**src/rtl/core/lzssed_pkg.sv**
```systemverilog
// Shared types and constants of the LZSS entry decompressor.
package lzssed_pkg;

    localparam int          LEN_W    = 24;
    localparam int          WIN_AW   = 12;
    localparam int          WIN_SIZE = 4096;
    localparam int          MIN_COPY = 3;
    localparam logic [7:0]  LZ_MODE  = 8'h20;

    typedef enum logic [1:0] {
        CMD_HDR  = 2'd0,
        CMD_LIT  = 2'd1,
        CMD_RAW  = 2'd2,
        CMD_COPY = 2'd3
    } cmd_kind_t;

    // arg: header length, literal or raw byte in [7:0], or match word in [15:0]
    typedef struct packed {
        cmd_kind_t         kind;
        logic [LEN_W-1:0]  arg;
    } cmd_t;

endpackage

```
**src/rtl/core/lzssed_cmd_fifo.sv**
```systemverilog
// Command queue between the parsing front end and the window back end.
module lzssed_cmd_fifo
    import lzssed_pkg::*;
#(
    parameter int DEPTH = 4
) (
    input  logic  aclk,
    input  logic  aresetn,
    input  logic  push_valid,
    output logic  push_ready,
    input  cmd_t  push_cmd,
    output logic  pop_valid,
    input  logic  pop_ready,
    output cmd_t  pop_cmd
);

    localparam int PTR_W = (DEPTH > 1) ? $clog2(DEPTH) : 1;
    localparam int CNT_W = $clog2(DEPTH + 1);

    cmd_t              slot_reg [DEPTH];
    logic [PTR_W-1:0]  wr_ptr_reg, rd_ptr_reg;
    logic [CNT_W-1:0]  count_reg;
    logic              do_push, do_pop;

    assign push_ready = (count_reg != CNT_W'(DEPTH));
    assign pop_valid  = (count_reg != '0);
    assign pop_cmd    = slot_reg[rd_ptr_reg];
    assign do_push    = push_valid && push_ready;
    assign do_pop     = pop_valid && pop_ready;

    always_ff @(posedge aclk) begin
        if (do_push) begin
            slot_reg[wr_ptr_reg] <= push_cmd;
        end
    end

    always_ff @(posedge aclk) begin
        if (!aresetn) begin
            wr_ptr_reg <= '0;
            rd_ptr_reg <= '0;
            count_reg  <= '0;
        end else begin
            if (do_push) begin
                wr_ptr_reg <= (wr_ptr_reg == PTR_W'(DEPTH - 1)) ? '0 : wr_ptr_reg + 1'b1;
            end
            if (do_pop) begin
                rd_ptr_reg <= (rd_ptr_reg == PTR_W'(DEPTH - 1)) ? '0 : rd_ptr_reg + 1'b1;
            end
            if (do_push && !do_pop) begin
                count_reg <= count_reg + 1'b1;
            end else if (do_pop && !do_push) begin
                count_reg <= count_reg - 1'b1;
            end
        end
    end

endmodule

```
**config.mk**
```make
export PLATFORM = sky130hd
export DESIGN_NAME = lzssed_cmd_fifo
export DESIGN_NICKNAME = d
export VERILOG_FILES = /design/src/rtl/core/lzssed_pkg.sv /design/src/rtl/core/lzssed_cmd_fifo.sv
export SDC_FILE = /design/constraint.sdc
export NUM_CORES = 1
export LEC_CHECK = 0
export BUFFER_PORTS_ARGS = -buffer_cell sky130_fd_sc_hd__clkbuf_2
export CAP_MARGIN = 20
export CORE_MARGIN = 2
export CORE_UTILIZATION = 31
export DETAILED_ROUTE_END_ITERATION = 8
export GPL_TIMING_DRIVEN = 0
export PLACE_DENSITY_LB_ADDON = 0.2
export SYNTH_ARGS = -nofsm -noshare
export SYNTH_HDL_FRONTEND = slang
export SYNTH_SLANG_ARGS = --single-unit
```
**constraint.sdc**
```tcl
create_clock -name aclk -period 2.6 [get_ports aclk]
set_input_delay 0.13 -clock aclk [delete_from_list [all_inputs] [get_ports aclk]]
set_output_delay 0.13 -clock aclk [all_outputs]
set_load 0.005 [all_outputs]
```
==> impl_metrics.csv, run 1 <==
group,metric,value,unit
power,p_per_area,1040,nW/µm²
power,total_power,5.91,mW
layout,syn2layout_area_growth,33.8,%
timing,slew_headroom,50.2,%
layout,fillers,1181,
synthesis,async_reset_ff_share,0,%
synthesis,yosys-top-cells-count,"edfxtp_1, mux4_2, dfxtp_1",
power,max-vdd-ir-drop,0.000515,V
timing,hold_violations,0,
hold_path,min_path_type,"primary input to flip-flop",
timing,setup_viol,0,
die,core,13300,µm²
layout,largest_register_ffs,104,
synthesis,ys.flop_type,"edfxtp_1",
synthesis,yosysMostFrequentCell,"edfxtp_1",
synthesis,synth.distinct_cells,28,
timing,fin_crit,2280,ps
synthesis,synth.largest_area_cell,"edfxtp_1",
routing,drtAntennaViolNets,0,
clocking,cts_buffers,17,
layout,multiInputGateArea,876,µm²
timing,clock_skew,7.96,ps
critical_path,cp-end-kind,"flip-flop",
power,pwr-share-clk,42.9,%
global_routing,track_usage,11.8,%
global_routing,met3_usage,4.98,%
placement,place_congestion,0.648,
placement,dp_hpwl,4550,µm
synthesis,synthCells,187,
run_status,outcome,"finished clean",
clocking,cts_max_level,4,
clocking,tritoncts,"built",
power,pwr-share-seq,38.7,%
layout,fin_nets,327,
layout,fin_cells,479,
global_routing,antenna_found_initial,0,
critical_path,critPathKind,"flip-flop to flip-flop",
timing,rsz0062_at_grt,"false",
routing,drc_errors,0,
clocking,postCtsSetupRepairBufs,0,
placement,place_area,4740,µm²
layout,drive_gt1_share,40.6,%
routing,drtPass1Iterations,4,
global_routing,grt_pass1_wl,12300,µm
layout,final_area,5660,µm²
die,die_area,14600,µm²
power,power.internal,4.56,mW
layout,seq_area,3300,µm²
synthesis,synth_edf_count,104,
die,die_w,121,µm
synthesis,synth_warnings,0,
global_routing,grtUsageMet1,13.5,%
clocking,clock_path_buffers,2,
clocking,cts.clk_slew.worst_paths,50,ps
synthesis,synth_area_per_cell,22.6,µm²
clocking,cts_root_buf,"clkbuf_16",
routing,routedWlPerCell,16.5,µm
routing,vias,2114,
global_routing,grt_pass1_vias,2328,
synthesis,synth_area,4230,µm²
timing,timing.final.crit_share,87.8,%
layout,antennaDiodeCount,0,
synthesis,synthTopCellsByArea,"edfxtp_1, mux4_2, dfxtp_1",
timing,slew_viol_final,0,
routing,first_iter_violations,167,
power,p_sw_share,22.9,%
clocking,clock_latency,400,ps
critical_path,crit_required,2930,ps
critical_path,crit_fanout,7,
power,p_comb_share,18.3,%
run,drv_cap,0,
global_routing,busiest_layer,"met2",
timing,fmaxAchievable,438,MHz
critical_path,arrival,2610,ps
global_routing,grt_overflow,0,
critical_path,critPathLaunchType,"flip-flop",
placement,io_buffer_count,57,
power,power.switching,1.35,mW
timing,setup_tns,0,ps
routing,routed_via_density,4.41,
synthesis,syn_nets,224,
die,ios,58,
timing,worst_pin_slew,747,ps
synthesis,synth_top_area_share,73.8,%
routing,finalWirelength,7890,µm
global_routing,grt_max_degree,27,
die,initial_core_util,31.8,%
global_routing,grtUsageMet2,20.0,%
die,chipHeight,121,µm
die,num_rows,42,
power,power.leakage,2.00,nW
placement,dp_cells,420,
clocking,cts_sinks,113,
synthesis,seq_area_frac_synth,78.0,%
synthesis,synth_seq_cells,113,
## through the flow
step / setup slack, ps / util [%] / hold slack, ps
floorplan: 396 / - / 229
global placement: 223 / 35.6 / 350
detailed placement: 156 / 35.6 / 355
CTS: 145 / 42.5 / 9.33
global route: 135 / 42.6 / 66.7
finish: 317 / 42.6 / 33.6
## critical path: stages (launching register included)
cell	delay, ps
dfxtp_1	430
or3b_1	160
buf_6	110
and2_4	160
ha_1	180
inv_1	60
fa_1	370
xor2_1	170
or3_2	400
a21boi_0	160
## final cells by class
class / instances / share of cell area [%]
Tap cell: 176 / 3.89
Inverter: 3 / 0.199
Clock buffer: 19 / 7.65
Timing Repair Buffer: 84 / 9.81
Clock inverter: 13 / 3.80
Sequential cell: 113 / 58.3
Multi-Input combinational cell: 63 / 15.5
Buffer: 8 / 0.840
## kinds of logic (layout without fill, tap and decap cells)
family | count (synthesis) | count (layout) | share of synthesized area [%]
compound gates | 6 | 6 | 0.828
xor+xnor | 2 | 2 | 0.414
fa+ha+maj | 7 | 7 | 2.25
buf+inv | 11 | 127 | 1.39
flops | 113 | 113 | 78.0
mux | 28 | 28 | 14.3
simple gates | 20 | 20 | 2.78
## what timing repair did
action,4_1_cts,5_1_grt
gates resized for setup,0,1
hold endpoints to repair,105,0
endpoints found under the setup margin,0,1
hold buffers,27,0
## power by group through the flow
stage / clock network, mW / registers [mW] / logic (mW)
after CTS: 2.60 / 2.29 / 1.13
final: 2.54 / 2.29 / 1.08
after detailed placement: 0 / 2.32 / 1.09
after global routing: 2.68 / 2.31 / 1.21
after global placement: 0 / 2.32 / 1.06
after floorplan: 0 / 2.30 / 0.691
## path summary, 6_finish.rpt
kind	from	endpoint	slack (ps)	depth (start not counted)
worst max-delay path	count_reg[0]	count_reg[2]	320	9
worst min-delay path	push_valid	wr_ptr_reg[0]	30	3
worst max register to register	count_reg[0]	count_reg[2]	320	9
worst min register to register	wr_ptr_reg[1]	wr_ptr_reg[1]	500	2
## routing by layer
metal / wire, µm / share of wire [%]
met1: 3290 / 42
met2: 4060 / 51
met3: 438 / 5.5
met4: 101 / 1.3
met5: 0 / 0
## cells in the final DEF (no fill, tap or decap), types with 4 or more instances in the layout
cell type and n:
edfxtp_1 104, clkbuf_2 57, dlygate4sd3_1 27, mux4_2 26, clkbuf_16 17, dfxtp_1 9
ha_1 6, bufinv_16 6, nand2_1 5, clkbuf_1 4, and3_2 4
Note: power is estimated with default switching activity, not from simulation.
==> inputs of run 2 (changes only) <==
--- a/config.mk
+++ b/config.mk
@@ -8,7 +8,7 @@
 export BUFFER_PORTS_ARGS = -buffer_cell sky130_fd_sc_hd__clkbuf_2
 export CAP_MARGIN = 20
 export CORE_MARGIN = 2
-export CORE_UTILIZATION = 31
+export CORE_UTILIZATION = 56
 export DETAILED_ROUTE_END_ITERATION = 8
 export GPL_TIMING_DRIVEN = 0
 export PLACE_DENSITY_LB_ADDON = 0.2
==> impl_metrics.csv, run 2 (synthesized netlist as in run 1, its figures left out) <==
group,metric,value,unit
timing,hold_slack,18.4,ps
timing,clock_skew,4.50,ps
clocking,cts_root_buf,"clkbuf_8",
timing,fin_crit,2320,ps
layout,seq_area,3300,µm²
critical_path,crit_required,3010,ps
routing,first_iter_violations,171,
critical_path,crit_fanout,7,
power,max-vdd-ir-drop,0.000761,V
timing,timing.final.crit_share,89.3,%
critical_path,critPathKind,"flip-flop to flip-flop",
critical_path,arrival,2730,ps
timing,fmaxAchievable,431,MHz
timing,slew_headroom,51.5,%
placement,dp_hpwl,4050,µm
timing,slew_viol_final,0,
power,total_power,5.69,mW
timing,hold_violations,0,
layout,fillers,433,
critical_path,r2r-start,"count_reg[0]",
global_routing,grtUsageMet1,23.7,%
routing,drtPass1Iterations,4,
power,power.leakage,1.98,nW
global_routing,grt_max_degree,27,
die,chipHeight,90.9,µm
hold_path,hold_start,"pop_ready",
routing,routedWlPerCell,18.8,µm
placement,place_congestion,0.714,
die,num_rows,31,
global_routing,grtUsageMet2,34.1,%
timing,rsz0062_at_grt,"false",
timing,worst_pin_slew,727,ps
global_routing,grt_overflow,0,
run_status,outcome,"finished clean",
routing,finalWirelength,7570,µm
layout,antennaDiodeCount,0,
layout,multiInputGateArea,876,µm²
run,drv_cap,0,
timing,setup_tns,0,ps
critical_path,critPathLaunchType,"flip-flop",
layout,syn2layout_area_growth,30.7,%
global_routing,met3_usage,6.72,%
critical_path,cp-end-kind,"flip-flop",
clocking,clock_latency,490,ps
die,die_w,90.9,µm
die,ios,58,
timing,setup_viol,0,
layout,largest_register_ffs,104,
global_routing,grt_pass1_wl,12400,µm
global_routing,busiest_layer,"met2",
global_routing,track_usage,20.3,%
clocking,cts_sinks,113,
critical_path,startpoint,"count_reg[0]",
layout,drive_gt1_share,42.1,%
global_routing,grt_pass1_vias,2468,
clocking,clock_path_buffers,2,
layout,layout_common_cells,"edfxtp_1, clkbuf_2, dlygate4sd3_1, mux4_2, clkbuf_16",
routing,drtAntennaViolNets,0,
clocking,cts_buffers,17,
global_routing,antenna_found_initial,0,
routing,drc_errors,0,
clocking,cts_max_level,4,
clocking,tritoncts,"built",
routing,vias,2180,
layout,mostFrequentLayoutCell,"edfxtp_1",
placement,io_buffer_count,57,
die,core,7290,µm²
die,initial_core_util,58.0,%
layout,fin_nets,328,
routing,routed_via_density,5.41,
clocking,cts.clk_slew.worst_paths,50,ps
hold_path,min_path_type,"primary input to flip-flop",
die,die_area,8270,µm²
power,p_per_area,1030,nW/µm²
-- run 2: cell count changes in the layout (fill, tap and decap cells not counted) --
cell,delta
bufinv_16,-2
clkinv_2,+2
clkinv_4,+1
clkbuf_16,-1
clkbuf_8,+1
dlygate4sd3_1,+1
clkinvlp_4,+4
clkinv_1,-3
clkbuf_1,-2
-- run 2: path summary, 6_finish.rpt --
kind | depth (start not counted) | slack (ps) | end
max | 9 | 280 | count_reg[2]
min | 3 | 20 | flip-flop
max reg2reg | 9 | 280 | count_reg[2]
min reg2reg | 2 | 510 | wr_ptr_reg[1]
-- run 2: critical path: stages (launching register included) --
cell	delay, ps
dfxtp_1	440
or3b_1	160
buf_6	110
and2_4	150
ha_1	190
inv_1	60
fa_1	370
xor2_1	180
or3_2	410
a21boi_0	170
-- run 2: area by class of cell --
type                    count  share of cell area (%)
clock buffers              17                    7.48
inverters                   3                   0.203
well taps                  99                    2.24
flip-flops and latches    113                    59.7
multi-input cells          63                    15.8
clock inverters            15                    3.48
repair buffers             85                    10.2
plain buffers               8                   0.859
-- run 2: where the power goes --
group	internal, mW	switching (mW)
logic	0.565	0.511
registers	2.22	0.0860
clock network	1.55	0.762
total	4.33	1.36
-- run 2: metal layers --
layer / vias up / share of wire (%)
li1: 992 / -
met1: 1105 / 39
met2: 69 / 54
met3: 14 / 4.7
met4: 0 / 2.1
met5: - / 0
-- run 2: stage by stage --
stage	setup WS (ps)	utilization, %	instances	area, µm²
4_1_cts	163	75.8	403	5530
6_report	279	75.9	403	5530
3_3_place_gp	233	63.7	343	4640
5_1_grt	119	75.9	403	5530
2_1_floorplan	396	-	187	4230
3_5_place_dp	170	63.7	343	4640
-- run 2: what timing repair did --
action	in CTS	in global routing
hold endpoints to repair	105	0
hold buffers	28	0
setup buffers	0	0
gates resized for setup	0	1
endpoints found under the setup margin	0	1
==> inputs of run 3 (changes only) <==
--- a/config.mk
+++ b/config.mk
@@ -12,6 +12,7 @@
 export DETAILED_ROUTE_END_ITERATION = 8
 export GPL_TIMING_DRIVEN = 0
 export PLACE_DENSITY_LB_ADDON = 0.2
+export REMOVE_ABC_BUFFERS = 1
 export SYNTH_ARGS = -nofsm -noshare
 export SYNTH_HDL_FRONTEND = slang
 export SYNTH_SLANG_ARGS = --single-unit
==> impl_metrics.csv, run 3 (synthesized netlist as in run 1, its figures left out) <==
group,metric,value,unit
global_routing,grt_pass1_wl,12400,µm
routing,wirelength_met1,3240,µm
clocking,cts_buffers,17,
layout,layout_common_cells,"edfxtp_1, clkbuf_2, dlygate4sd3_1, mux4_2, clkbuf_16",
routing,first_iter_violations,146,
critical_path,crit_required,3030,ps
hold_path,min_path_type,"primary input to flip-flop",
layout,fin_nets,323,
timing,setup_tns,0,ps
critical_path,arrival,2760,ps
power,p_per_area,1040,nW/µm²
timing,hold_slack,21.8,ps
placement,place_congestion,0.704,
routing,vias,2164,
critical_path,cp-end-kind,"flip-flop",
power,power.leakage,1.97,nW
clocking,postCtsSetupRepairBufs,0,
layout,mostFrequentLayoutCell,"edfxtp_1",
power,pwr-share-seq,41.0,%
clocking,clock_path_buffers,2,
routing,drtAntennaViolNets,0,
routing,wl_met3,326,µm
placement,dp_hpwl,4020,µm
clocking,tritoncts,"built",
timing,fin_crit,2330,ps
die,chipHeight,90.9,µm
global_routing,grt_overflow,0,
routing,top_layer_used,"met4",
die,die_w,90.9,µm
routing,drc_errors,0,
layout,fillers,431,
timing,clock_skew,8.77,ps
clocking,cts_root_buf,"clkbuf_8",
layout,drive_gt1_share,40.1,%
timing,setup_viol,0,
critical_path,critPathLaunchType,"flip-flop",
run_status,outcome,"finished clean",
global_routing,track_usage,20.8,%
clocking,cts.clk_slew.worst_paths,60,ps
power,power.internal,4.43,mW
clocking,cts_max_level,4,
die,num_rows,31,
layout,seq_area,3300,µm²
power,power.switching,1.35,mW
global_routing,grt_max_degree,27,
critical_path,crit_fanout,7,
timing,hold_violations,0,
global_routing,grt_pass1_vias,2418,
timing,worst_pin_slew,823,ps
timing,slew_headroom,45.0,%
die,ios,58,
timing,fmaxAchievable,429,MHz
routing,routedWlPerCell,19.5,µm
power,pwr-share-clk,41.4,%
timing,slew_viol_final,0,
power,p_comb_share,17.6,%
layout,largest_register_ffs,104,
power,max-vdd-ir-drop,0.000705,V
layout,antennaDiodeCount,0,
clocking,clock_latency,510,ps
critical_path,critPathKind,"flip-flop to flip-flop",
layout,syn2layout_area_growth,31.1,%
routing,routed_via_density,5.44,
routing,drtPass1Iterations,4,
placement,io_buffer_count,57,
layout,multiInputGateArea,876,µm²
die,die_area,8270,µm²
die,core,7290,µm²
die,initial_core_util,58.0,%
routing,dr_wl_met2,4060,µm
power,p_sw_share,23.4,%
timing,timing.final.crit_share,89.6,%
run,drv_cap,0,
global_routing,antenna_found_initial,0,
clocking,cts_sinks,113,
timing,rsz0062_at_grt,"false",
routing,finalWirelength,7770,µm
## run 3: cell count changes in the layout (fill, tap and decap cells not counted), sizes merged
cell and change:
clkbuf +1, bufinv +1, clkinv -3, clkinvlp -1, dlygate4sd3 +1, buf -4
## run 3: timing repair
item,CTS,global route
endpoints found under the hold margin,106,0
setup endpoints to repair,0,1
gates resized for setup,0,1
hold buffers,29,0
## run 3: worst paths after layout
path | startpoint | endpoint | slack [ps] | cells past startpoint
hold / removal | pop_ready | rd_ptr_reg[0] | 20 | 3
setup reg to reg | count_reg[1] | count_reg[2] | 270 | 8
setup / recovery | count_reg[1] | count_reg[2] | 270 | 8
hold reg to reg | wr_ptr_reg[1] | wr_ptr_reg[1] | 510 | 2
## run 3: worst max-delay path: stages (launching register included)
cell and delay (ps):
dfxtp_1 430, or3b_1 270, and2_4 200, ha_1 180
inv_1 60, fa_1 370, xor2_1 180, or3_2 410
a21boi_0 160
## run 3: area by class of cell
cell class / instances / share of cell area [%]
repair buffers: 88 / 11.1
well taps: 99 / 2.23
multi-input cells: 63 / 15.8
clock buffers: 20 / 7.67
clock inverters: 12 / 3.41
inverters: 3 / 0.203
flip-flops and latches: 113 / 59.6
## run 3: through the flow
step	setup slack [ps]	total power, mW	instances	instance area [µm²]	util (%)
5_1_grt	129	6.00	398	5550	76.1
6_report	271	5.78	398	5550	76.1
2_1_floorplan	396	2.96	179	4190	-
3_3_place_gp	49.4	3.31	335	4590	63.0
4_1_cts	76.1	5.81	398	5540	76.0
3_5_place_dp	69.8	3.37	337	4640	63.6
## run 3: layer usage
metal / track usage [%] / vias up
met3: 6.39 / 16
met2: 34.7 / 62
met5: 0 / -
met1: 24.7 / 1116
li1: - / 970
met4: 10.1 / 0
## run 3: power by group through the flow
stage               registers (mW)  clock network (mW)  logic [mW]
global route                  2.39                2.50        1.11
CTS                           2.37                2.41        1.04
global placement              2.44                   0       0.872
floorplan                     2.38                   0       0.572
finish                        2.37                2.39        1.02
detailed placement            2.40                   0       0.977
